## src/unique_key_compacting_list_assert.svh

```systemverilog
// Assertion macros used by the unique-key list top level.
`ifndef UNIQUE_KEY_COMPACTING_LIST_ASSERT_SVH
`define UNIQUE_KEY_COMPACTING_LIST_ASSERT_SVH

`ifndef ASSERT_OFF
// Checked only outside reset.
`define UKCL_ASSERT(label, prop, msg) \
  label: assert property (@(posedge clk_i) disable iff (!rst_ni) prop) else $error(msg);
// Checked at every edge, reset included.
`define UKCL_ASSERT_RST(label, prop, msg) \
  label: assert property (@(posedge clk_i) prop) else $error(msg);
`else
`define UKCL_ASSERT(label, prop, msg)
`define UKCL_ASSERT_RST(label, prop, msg)
`endif

`endif

```

## src/ukcl_pkg.sv

```systemverilog
// Types and constants of the unique-key compacting list.
package ukcl_pkg;

  localparam int unsigned KeyW    = 16;
  localparam int unsigned PayW    = 32;
  localparam int unsigned CmdW    = 2;
  localparam int unsigned StatusW = 2;
  localparam int unsigned PosW    = 7;
  localparam int unsigned CountW  = 8;

  typedef enum logic [CmdW-1:0] {
    CMD_INSERT = 2'd0,
    CMD_DELETE = 2'd1,
    CMD_LOOKUP = 2'd2
  } cmd_e;

  typedef enum logic [StatusW-1:0] {
    STAT_OK      = 2'd0,
    STAT_FULL    = 2'd1,
    STAT_DUP     = 2'd2,
    STAT_MISSING = 2'd3
  } status_e;

  typedef enum logic [1:0] {
    ST_IDLE,
    ST_MATCH,
    ST_APPLY
  } state_e;

  // Per-cell control from the sequencer.
  typedef struct packed {
    logic live;   // cell holds an entry
    logic load;   // take the request key and payload
    logic shift;  // take the neighbor above
  } cell_ctrl_t;

endpackage

```

## src/ukcl_cell.sv

```systemverilog
// One list slot: key and payload storage with a key comparator.
module ukcl_cell
  import ukcl_pkg::*;
(
  input  logic            clk_i,
  input  logic            rst_ni,
  input  cell_ctrl_t      ctrl_i,
  input  logic [KeyW-1:0] req_key_i,
  input  logic [PayW-1:0] req_pay_i,
  input  logic [KeyW-1:0] nbr_key_i,
  input  logic [PayW-1:0] nbr_pay_i,
  output logic [KeyW-1:0] key_o,
  output logic [PayW-1:0] pay_o,
  output logic            hit_o
);

  logic [KeyW-1:0] key_q, key_d;
  logic [PayW-1:0] pay_q, pay_d;
  logic            hit_q, hit_d;

  always_comb begin
    key_d = key_q;
    pay_d = pay_q;
    if (ctrl_i.load) begin
      key_d = req_key_i;
      pay_d = req_pay_i;
    end else if (ctrl_i.shift) begin
      key_d = nbr_key_i;
      pay_d = nbr_pay_i;
    end
    hit_d = ctrl_i.live && (key_q == req_key_i);
  end

  always_ff @(posedge clk_i) begin
    key_q <= key_d;
    pay_q <= pay_d;
  end

  always_ff @(posedge clk_i or negedge rst_ni) begin
    if (!rst_ni) begin
      hit_q <= 1'b0;
    end else begin
      hit_q <= hit_d;
    end
  end

  assign key_o = key_q;
  assign pay_o = pay_q;
  assign hit_o = hit_q;

endmodule

```

## config.mk

```make
export PLATFORM = sky130hd
export DESIGN_NAME = ukcl_cell
export DESIGN_NICKNAME = d
export VERILOG_FILES = /design/src/unique_key_compacting_list_assert.svh /design/src/ukcl_pkg.sv /design/src/ukcl_cell.sv
export SDC_FILE = /design/constraint.sdc
export NUM_CORES = 1
export LEC_CHECK = 0
export BUFFER_PORTS_ARGS = -buffer_cell sky130_fd_sc_hd__buf_2
export CAP_MARGIN = 5
export CORE_ASPECT_RATIO = 1.75
export CORE_UTILIZATION = 37
export CTS_CLUSTER_DIAMETER = 60
export DETAILED_ROUTE_END_ITERATION = 16
export PLACE_DENSITY = 0.75
export SLEW_MARGIN = 25
export SYNTH_ARGS = -nofsm -noshare
export SYNTH_HDL_FRONTEND = slang
export SYNTH_SLANG_ARGS = --single-unit
```

## constraint.sdc

```tcl
create_clock -name clk_i -period 1.1 [get_ports clk_i]
set_input_delay 0.22 -clock clk_i [delete_from_list [all_inputs] [get_ports clk_i]]
set_output_delay 0.22 -clock clk_i [all_outputs]
set_load 0.05 [all_outputs]
```

==> results of run 1 <==
cell families (layout without fill, tap and decap cells):
family	Yosys count	after routing	share of synthesized area, %
flip-flops	49	49	66.0
multiplexers	48	48	24.3
XOR/XNOR	16	16	6.31
AND/OR/NAND/NOR	7	7	2.14
buffers and inverters	5	170	1.24
routing by layer:
layer / up-vias / track usage (%) / routed length (um)
met4: 0 / 7.14 / 135
met5: - / 0 / 0
li1: 805 / - / -
met2: 98 / 34.5 / 3120
met3: 12 / 3.48 / 400
met1: 773 / 13.1 / 1660
registers in the layout, summed over array words and instances (netlist names):
register / count
pay_o: 32
key_o: 16
hit_o: 1
power groups by stage:
stage,Sequential [mW],Clock (mW),Combinational [mW]
floorplan,3.12,0,0.291
global placement,2.39,0,1.47
detailed placement,2.40,0,1.48
CTS,2.38,1.03,1.67
global route,2.43,1.09,1.82
finish,2.40,0.991,1.74
cells in the mapped netlist (all sizes together):
| cell | instances |
|---|---|
| edfxtp | 48 |
| mux2 | 48 |
| xnor2 | 12 |
| buf | 5 |
| xor2 | 4 |
| nand4 | 3 |
| nor4 | 2 |
| dfrtp | 1 |
| nand2 | 1 |
| or2 | 1 |
timing repair:
item	4_1_cts	5_1_grt
pin swaps	2	2
buffers inserted	3	0
hold buffers	1	0
setup endpoints to repair	47	48
resized for setup	67	33
endpoints found under the hold margin	1	0
final timing paths:
path	from	to	slack (ns)	depth (start not counted)
setup / recovery	key_o[9]	hit_o	-0.14	4
hold / removal	ctrl_i[2]	hit_o	0.18	3
setup reg to reg	key_o[9]	hit_o	-0.14	4
hold reg to reg	key_o[4]	hit_o	0.66	3
max in group asynchronous	rst_ni	hit_o	0.78	2
min in group asynchronous	rst_ni	hit_o	0.23	2
through the flow:
stage | cells | TNS [ns]
floorplan | 125 | -7.31
global placement | 356 | -3.39
detailed placement | 356 | -4.17
CTS | 368 | -0.685
global route | 368 | -1.34
finish | 368 | -0.453
cell usage in the layout, fill, tap and decap left out:
| cell | instances |
|---|---|
| buf_6 | 46 |
| buf_4 | 9 |
| dlygate4sd3_1 | 1 |
| or2_4 | 1 |
| buf_12 | 6 |
| nor4_2 | 2 |
| nand4_1 | 3 |
| edfxtp_1 | 48 |
| clkbuf_8 | 5 |
| clkbuf_1 | 3 |
| mux2_2 | 48 |
| dfrtp_1 | 1 |
| buf_2 | 100 |
| xor2_1 | 4 |
| xnor2_1 | 12 |
| nand2_1 | 1 |
area by class of cell:
type | count | area share, %
flip-flops and latches | 49 | 40.8
repair buffers | 162 | 33.8
multi-input cells | 71 | 20.5
well taps | 78 | 2.71
clock buffers | 8 | 2.23
worst min-delay path: stages:
cell	delay, ns
buf_2	0.10
nand2_1	0.07
nor4_2	0.05
==> reports/summary.md, run 1 <==
For the half-perimeter wire length after detailed placement, the log shows 4020 um. The layout has 461 filler cells. The class of the most critical setup path was flip-flop to flip-flop. Headroom to the max-slew limit: 84.4%.

The first global-routing pass estimated 7690 um of wire. TritonCTS built the clock tree. The x dimension of the die works out to 60.6 um. The area fraction of the dominant cell type after synthesis is 64.9%, and the number of distinct library cells after synthesis is 12. The share of total power dissipated in sequential elements is 46.8%. The Yosys step of the flow raised 0 warnings. In the post-synthesis netlist, the biggest area contributors are edfxtp_1, mux2_2, xnor2_1. Among cell families on the critical path, the largest total delay comes from simple AND/OR/NAND/NOR gates. STA puts the critical path data arrival time at 1.43 ns.

During I/O placement, the number of pins put on the boundary was 150. The power density over cell area was 1430 nW/um^2. For the final database, setup skew stands at 0.00515 ns.

A synthesized cell averages 17.8 um^2. The routed layout has 1688 vias. The critical path goes through xor2_1 -> nor4_2 -> nand4_1 -> nor4_2. Setup slack after placement: -0.142 ns. The cell with the largest stage delay on the worst path was edfxtp_1.

Input and output buffers added on the ports amount to 149. The floorplan has 37 rows. The register area was 1470 um^2. STA classifies the critical path startpoint as a flip-flop.

The chip height was 105 um; the final instance area was 3600 um^2. For the pin with the worst max-slew slack, the measured transition is 0.234 ns. The net count after synthesis came out at 226. The first detailed-routing pass ran for 5 iterations.

Using the TritonRoute via totals, the vias-per-cell ratio works out to 4.59. The buffer and inverter count on the worst path is 0, and the cell count after synthesis is 125. Dividing the detail-routed wire length by the instance count gives 14.5 um.

For this design the static power due to leakage is 1.56 nW. The checks that failed: setup timing. The category of the worst setup path capture point is a flip-flop. The pin count of the biggest net entering global routing was 21; the setup violation total in the final timing report was 14. The synthesis-to-layout area growth came out at 61.9%. edfxtp_1 takes more of the synthesized area than any other cell. After global routing the overflow that remains totals 0.

The netlist area before placement was 2220 um^2. The tools report the post-route core utilization as 61.7%. The core region is 5830 um^2.

The tools report the max-slew violation count as 0. In the global route stage, overall resource usage came out at 16.7%. The routability congestion estimate from global placement is 0.787.

Clock tree synthesis inserted a total of 5 buffers. Maximum ir drop on the vdd rail: 723 uV. In this design, the stage delay of the slowest critical-path cell is 0.42 ns. After detailed routing, the total wire length is 5320 um. The initial cell density of the core came out at 38.1%. STA puts the critical path data required time at 1.29 ns. The number of maximum-capacitance constraint violations was 0. The path type of the worst min-delay path was input pin to flip-flop. The via count of the first global-routing pass is 1815, and the final period utilization is 112%. The run gives 3.47 mW as the design internal power. The flow ran to the end, but the final reports show violations. The clock network burns 19.3% of the power. The maximum clock frequency came out at 0.809 GHz. The initial antenna violation count was 0; the switching share of power was 32.3%. Once detail routing completed, the nets flagged for antenna violations numbered 0. The logs give 2 for the total number of H-tree levels and 2 for the largest buffer count on any clock path. The setup slack after layout is -0.137 ns. The tools report the number of nets in the finished design as 390. The TritonCTS sink count was 49. The total die area is 6330 um^2, and the final antenna diode count is 0. The post-synthesis sequential element count is 49. Of the cells placed in the final design, the portion with a size suffix greater than 1 is 74.8%. Number of hold violations in the final report: 0. Summing all multi-input logic gate instances after layout gives 737 um^2.

The later pin in the worst-skew pair is clocked with a latency of 0.29 ns. The cell that appears most often on the critical path is nor4_2. The final critical delay including setup and external delays came out at 1.24 ns. Setup repair after global routing could not meet its margin everywhere.

The worst-case hold slack was 0.180 ns. In this run the clock root is driven by a clkbuf_8. Clock-pin slew was measured on the worst setup and hold paths at 0.08 ns. The sequential-to-total area share from yosys stat was 66.0%. The maximum net fanout on the critical path came out at 2.

The post-layout total power is 5.13 mW. The tools report the part of the total power dissipated in combinational logic as 33.8%. The violation count after the first detailed-route iteration was 31; the net switching power was 1.66 mW.

The detailed-route DRC error count was 0; the area after detailed placement was 3180 um^2.
Power figures use the tool's default switching activity.
==> run 2: changes to the inputs <==
--- a/config.mk
+++ b/config.mk
@@ -5,13 +5,14 @@
 export SDC_FILE = /design/constraint.sdc
 export NUM_CORES = 1
 export LEC_CHECK = 0
+export ABC_AREA = 1
 export BUFFER_PORTS_ARGS = -buffer_cell sky130_fd_sc_hd__buf_2
 export CAP_MARGIN = 5
 export CORE_ASPECT_RATIO = 1.75
-export CORE_UTILIZATION = 37
+export CORE_UTILIZATION = 38
 export CTS_CLUSTER_DIAMETER = 60
 export DETAILED_ROUTE_END_ITERATION = 16
-export PLACE_DENSITY = 0.75
+export PLACE_DENSITY = 0.76
 export SLEW_MARGIN = 25
 export SYNTH_ARGS = -nofsm -noshare
 export SYNTH_HDL_FRONTEND = slang
==> reports/summary.md, run 2 <==
The run finished, with violations left. The final reports fail on setup timing. By count the netlist is led by nand2_1, edfxtp_1, inv_1.

TritonCTS created 5 clock buffers. The register with the most flip-flops in the layout has 32 of them. Clock tree skew after final layout: 0.00193 ns. The routability congestion estimate from global placement was 0.749; the maximum clock frequency was 0.868 GHz. For this configuration, the core starts out at a cell density of 39.7%.

After layout, the minimum clock period comes to 1.15 ns. The area fraction of the dominant cell type after synthesis came out at 61.8%. TritonCTS built the clock tree.

The netlist area before placement was 2330 um^2. For the pin with the worst max-slew slack, the measured transition is 0.239 ns. STA classifies the critical path startpoint as a flip-flop. For this run, the detailed router's first-pass iteration total came to 4. The pin count of the biggest net entering global routing was 41; the number of synthesized flops with an enable pin was 48.

The detail route stage leaves a number of antenna-violating nets equal to 0. The number of hold violations in the final report is 0. Setup repair after global routing could not meet its margin everywhere.

The x dimension of the die is 61.2 um, and the clock latency of the later-clocked register in the worst-skew pair is 0.29 ns. Post-layout total power: 5.15 mW. The most frequent cell after synthesis was nand2_1. Sequential cells were found to cover 62.8% of the synthesized design area. For the headroom to the max-slew limit, the log shows 84.1%. For this run, design rule violations remaining after detail routing come to 0. The path type of the worst min-delay path is input pin to flip-flop. After detailed routing, the number of vias per cell comes to 4.51.

The initial antenna violation count was 0; the TritonCTS sink count was 49. Net count after synthesis: 365. Library cell used as clock root buffer: clkbuf_8. In the synthesized netlist the async set-or-reset flop fraction comes to 2.04%.

Compared with the post-synthesis result, the final layout area differs by 56.6%. Aggregate global routing overflow: 0. Clock-pin slew was measured on the worst setup and hold paths at 0.09 ns.

The setup path with the least slack is of type flip-flop to flip-flop. Cell count after synthesis: 264. The final antenna diode count was 0; the setup slack after placement was 0.0525 ns. Max-cap violations in this run came to 0.

Dividing the final minimum period by the clock period gives 105%. The proportion of layout cells with a drive suffix above 1 came out at 40.0%. The setup total negative slack is -0.316 ns, and the largest buffer count on any clock path is 2. After the last flow step, the layout net total stands at 525.

The first global-routing pass estimated 9450 um of wire. The run gives -0.0514 ns as the setup slack after layout. The most used flip-flop cell after synthesis is edfxtp_1. The maximum net fanout on the critical path works out to 2. Summed over all cells, the static leakage comes to 1.92 nW.

The via count of the first global-routing pass is 2190, and the total of buffers placed on input and output ports is 149. Synthesis instantiated 14 different standard cells from the library. The worst setup path is captured at a flip-flop. By area the synthesized netlist is led by edfxtp_1, nand2_1, inv_1.

The logs give 150 for the I/O pin total and 2 for the total number of H-tree levels. The Yosys step of the flow raised 0 warnings. The library cell used most frequently in the layout, excluding fill and tap cells, is nand2_1. The tools report the half-perimeter wire length after detailed placement as 4580 um. Summed over all layers, the routed wires come to 6190 um.

STA puts the critical path data required time at 1.33 ns. In the layout the commonest cells are nand2_1, buf_2, buf_6. The tools report the max-slew violation count as 0. For the maximum ir drop on the vdd rail, the log shows 874 uV. Power spread over the standard cell area amounts to 1410 nW/um^2.

The floorplan step set the die height to 106 um. Global routing used 19.7% of the available tracks. A synthesized cell averages 8.84 um^2.

After detailed routing, the average wire length per cell comes to 12.3 um. The logs give 158 for the violation count after the first detailed-route iteration and -0.05 ns for the minimum setup slack among reg-to-reg paths. The die covers 6470 um^2. Setup violations remaining at the end of the flow were counted as 14. Detailed routing inserted a total of 2269 vias. The number of rows created at floorplan is 37, and the endpoint arrival time on the critical path is 1.38 ns. The core region is 5880 um^2.

After synthesis the netlist holds a flip-flop and latch count of 49. The synthesized design spends more area on one cell type than any other, namely edfxtp_1.
-- run 2: final timing paths --
| check | depth (start not counted) | from | to |
|---|---|---|---|
| setup / recovery | 8 | key_o[13] | hit_o |
| setup reg to reg | 8 | key_o[13] | hit_o |
| hold reg to reg | 5 | key_o[3] | hit_o |
| max in group asynchronous | 2 | rst_ni | hit_o |
| hold / removal | 3 | nbr_pay_i[14] | pay_o[14] |
| min in group asynchronous | 2 | rst_ni | hit_o |
-- run 2: routing by layer --
layer	part of all wire, %	vias to the layer above	GRT usage [%]
li1	-	1151	-
met1	34	1008	20.7
met2	57	91	35.6
met3	5.7	19	3.93
met4	3.1	0	9.09
met5	0	-	0
-- run 2: through the flow --
| step | cell area, um^2 | util (%) | hold WS, ns | cells |
|---|---|---|---|---|
| 2_1_floorplan | 2350 | - | -0.0756 | 264 |
| 3_3_place_gp | 3210 | 54.6 | -0.00358 | 488 |
| 3_5_place_dp | 3210 | 54.6 | -0.00246 | 488 |
| 4_1_cts | 3590 | 61.0 | 0.175 | 502 |
| 5_1_grt | 3650 | 62.2 | 0.184 | 503 |
| 6_report | 3650 | 62.2 | 0.187 | 503 |
-- run 2: timing repair --
action / in CTS / in global routing
gates resized for setup: 81 / 19
endpoints found under the hold margin: 1 / 0
setup buffers: 5 / 1
hold buffers: 1 / 0
endpoints found under the setup margin: 47 / 49
-- run 2: kinds of logic (layout without fill, tap and decap cells) --
group | count (synthesis) | after routing | synth area share, %
AOI/OAI and AO/OA | 14 | 14 | 3.11
xor gates and xnor gates | 3 | 3 | 1.13
buffers and inverters | 30 | 191 | 5.68
DFF | 49 | 49 | 62.8
and+or+nand+nor | 168 | 168 | 27.2
-- run 2: report_power, final --
part / internal [mW] / switching [mW] / total [mW]
clock network: 0.429 / 0.568 / 0.998
logic: 0.658 / 1.09 / 1.75
registers: 2.29 / 0.120 / 2.41
total: 3.38 / 1.78 / 5.15
-- run 2: cell type report --
type	instances	area (um^2)
multi-input cells	185	737
well taps	78	97.6
clock buffers	5	68.8
clock inverters	3	12.5
flip-flops and latches	49	1470
inverters	20	75.1
fillers	510	2220
repair buffers	163	1200
-- run 2: worst max-delay path, stage by stage, from the launching register on --
cell      delay (ns)
edfxtp_1        0.42
buf_4           0.16
nand2_1         0.06
nand2_1         0.06
nor2_1          0.09
nand2_1         0.06
nor2_1          0.10
nand2_1         0.06
nor2_1          0.08
==> run 3: changes to the inputs <==
--- a/config.mk
+++ b/config.mk
@@ -9,10 +9,11 @@
 export BUFFER_PORTS_ARGS = -buffer_cell sky130_fd_sc_hd__buf_2
 export CAP_MARGIN = 5
 export CORE_ASPECT_RATIO = 1.75
-export CORE_UTILIZATION = 38
+export CORE_UTILIZATION = 39
+export CTS_BUF_LIST = sky130_fd_sc_hd__clkbuf_4
 export CTS_CLUSTER_DIAMETER = 60
 export DETAILED_ROUTE_END_ITERATION = 16
-export PLACE_DENSITY = 0.76
+export PLACE_DENSITY = 0.78
 export SLEW_MARGIN = 25
 export SYNTH_ARGS = -nofsm -noshare
 export SYNTH_HDL_FRONTEND = slang
==> reports/summary.md, run 3 (synthesis gave the netlist of run 2 again) <==
Based on the critical path, the design can be clocked at up to 0.818 GHz. The number of logic stages on the critical path including buffering works out to 8. The detailed router finished its first iteration with 82 violations. The initial cell density of the core was 41.1%; the total die area was 6310 um^2. The checks that failed: setup timing. The run gives 1.39 ns as the worst path required time. The chip height was 104 um; the total number of H-tree levels was 2. The library cell used as clock root buffer is clkbuf_4. Setup repair after global routing could not meet its margin everywhere. The buffer and inverter count on the worst path was 1; the I/O pin total was 150.

Proportion of layout cells with a drive suffix above 1: 41.1%. The number of nets in the finished design was 531. At the end of routability-driven placement, the weighted congestion stood at 0.799. The worst register-to-register path ends at hit_o.

The floorplan step defined a core boundary enclosing 5680 um^2. The final antenna diode count is 0, and the synthesis-to-layout area growth is 57.2%. The clock arrives with 0.00769 ns of skew. Cell with the most instances on the worst path: nand2_1.

Non-filler instance count after layout: 507. The logs give 0 for the initial antenna violation count and 5 for the number of clock buffers inserted by TritonCTS. Dividing the detail-routed wire length by the instance count gives 12.5 um. Clock latency on the worst-skew pair, taken at its later pin, is 0.35 ns. In this run the tool buffered the top-level ports with 149 buffer cells. The iteration count of the initial detailed-routing pass came out at 4. Tracing the worst setup path back leads to its startpoint at key_o[7]. The path class of the tightest hold or removal check is input pin to flip-flop. Data arrives at the worst endpoint at 1.51 ns. The launch point of the worst hold path was nbr_pay_i[7].

The floorplan has 36 rows. The destination of the critical timing path is hit_o. The post-CTS clock slew at the launch and capture registers of the worst setup and hold paths works out to 0.14 ns. Entering global routing, the biggest net connects 37 pins. Setup violations remaining at the end of the flow were counted as 50. TritonCTS built the clock tree.

The flow ran to the end, but the final reports show violations. OpenSTA, run right after detailed placement, puts the worst setup slack at 0.0441 ns. The final critical delay including setup and external delays is 1.22 ns, and the via count is 2269. In the layout the commonest cells are nand2_1, buf_2, buf_6.

The floorplan step set the die width to 60.5 um. In this design, the stage delay of the slowest critical-path cell is 0.44 ns. The count of nets left with antenna violations once routing finished came out at 0. The maximum ir drop on the vdd rail was 787 uV; the largest buffer count on any clock path was 2. Headroom to the max-slew limit came out at 84.3%. The cell with the largest stage delay on the worst path is edfxtp_1.

Cell count after placement: 486. The final period utilization was 111%. In this run the cell area measured after placement is 3210 um^2.

The via count of the first global-routing pass is 2287, and the cell count of the worst reg-to-reg path is 8. The finished cells cover 3670 um^2. The minimum setup slack among reg-to-reg paths is -0.12 ns, and the half-perimeter wire length after detailed placement is 4680 um. The critical path is of the flip-flop to flip-flop type.

The setup slack after layout was -0.122 ns. Power density over cell area: 1350 nW/um^2. Maximum net fanout on the critical path: 2.

For the number of hold violations in the final report, the log shows 0. The first global-routing pass estimated 9770 um of wire. The logs give 49 for the TritonCTS sink count and 1.93 nW for the leakage power figure.

The max-slew violation count is 0, and the detailed-route DRC error count is 0. STA classifies the critical path endpoint as a flip-flop. Walking the worst path, the cells encountered are buf_4 -> nand2_1 -> nand2_1 -> nor2_2 -> nand2_1 -> nor2_1 -> nand2_1 -> nor2_1.

The tool flagged a number of max-cap violations equal to 0. The startpoint identified for the worst register-to-register timing path is key_o[7]. Global routing used 20.8% of the available tracks across all layers.

The library cell used most frequently in the layout, excluding fill and tap cells, is nand2_1. The register with the most flip-flops in the layout has 32 of them. The transition time at the pin with the least slew margin was 0.236 ns. For this run the aggregate overflow at the end of global routing stands at 0. Family with the most delay on the worst path: simple AND/OR/NAND/NOR gates. The number of vias per cell was 4.48; the total wire length after detailed routing was 6350 um. The worst setup path is launched from a flip-flop.
## run 3: changes by cell type in the layout (fill, tap and decap cells not counted), sizes merged
| cell | previous run | this run |
|---|---|---|
| buf | 162 | 168 |
## run 3: how the worst min path moves through the flow
stage               cells past startpoint  slack [ns]        end
floorplan                               0       -0.08      hit_o
global placement                        1      -0.003      hit_o
detailed placement                      1       0.003      hit_o
CTS                                     3         0.1  pay_o[21]
global route                            3        0.11  pay_o[23]
finish                                  3        0.12   pay_o[7]
## run 3: layout make-up
cell class                      instances  area, um^2
Inverter                               20        75.1
Fill cell                             507        2010
Clock buffer                            5        37.5
Clock inverter                          3        12.5
Timing Repair Buffer                  169        1240
Tap cell                               76        95.1
Multi-Input combinational cell        185         739
Sequential cell                        49        1470
## run 3: tightest hold or removal path: cells and delay by family
family	cells	cell delay, ns
buffers and inverters	1	0.07
and+or+nand+nor	2	0.08
## run 3: per-layer routing
| metal | track usage [%] | part of all wire (%) | up-vias | routed length (um) |
|---|---|---|---|---|
| met2 | 39.1 | 58 | 80 | 3690 |
| met5 | 0 | 0 | - | 0 |
| met3 | 4.23 | 4.6 | 12 | 293 |
| li1 | - | - | 1163 | - |
| met4 | 9.09 | 2.7 | 0 | 172 |
| met1 | 20.3 | 35 | 1014 | 2200 |
## run 3: power by group
part | internal (mW) | switching, mW | leakage (nW)
sequential | 2.29 | 0.110 | 0.508
combinational | 0.687 | 1.11 | 1.39
clock | 0.232 | 0.530 | 0.0300
## run 3: repair_timing
item | 4_1_cts | 5_1_grt
hold buffers | 1 | 0
setup buffers | 12 | 0
pin swaps | 1 | 0
hold endpoints to repair | 1 | 0
gates resized for setup | 98 | 1
setup endpoints to repair | 49 | 50
## run 3: per-stage QoR
stage | hold slack (ns) | util, % | setup TNS, ns | power [mW]
floorplan | -0.0756 | - | -0.754 | 3.41
global placement | -0.00274 | 56.5 | 0 | 3.85
detailed placement | 0.00321 | 56.5 | 0 | 3.88
CTS | 0.0953 | 64.6 | -3.68 | 4.99
global route | 0.107 | 64.6 | -5.02 | 5.18
finish | 0.115 | 64.6 | -2.78 | 4.96
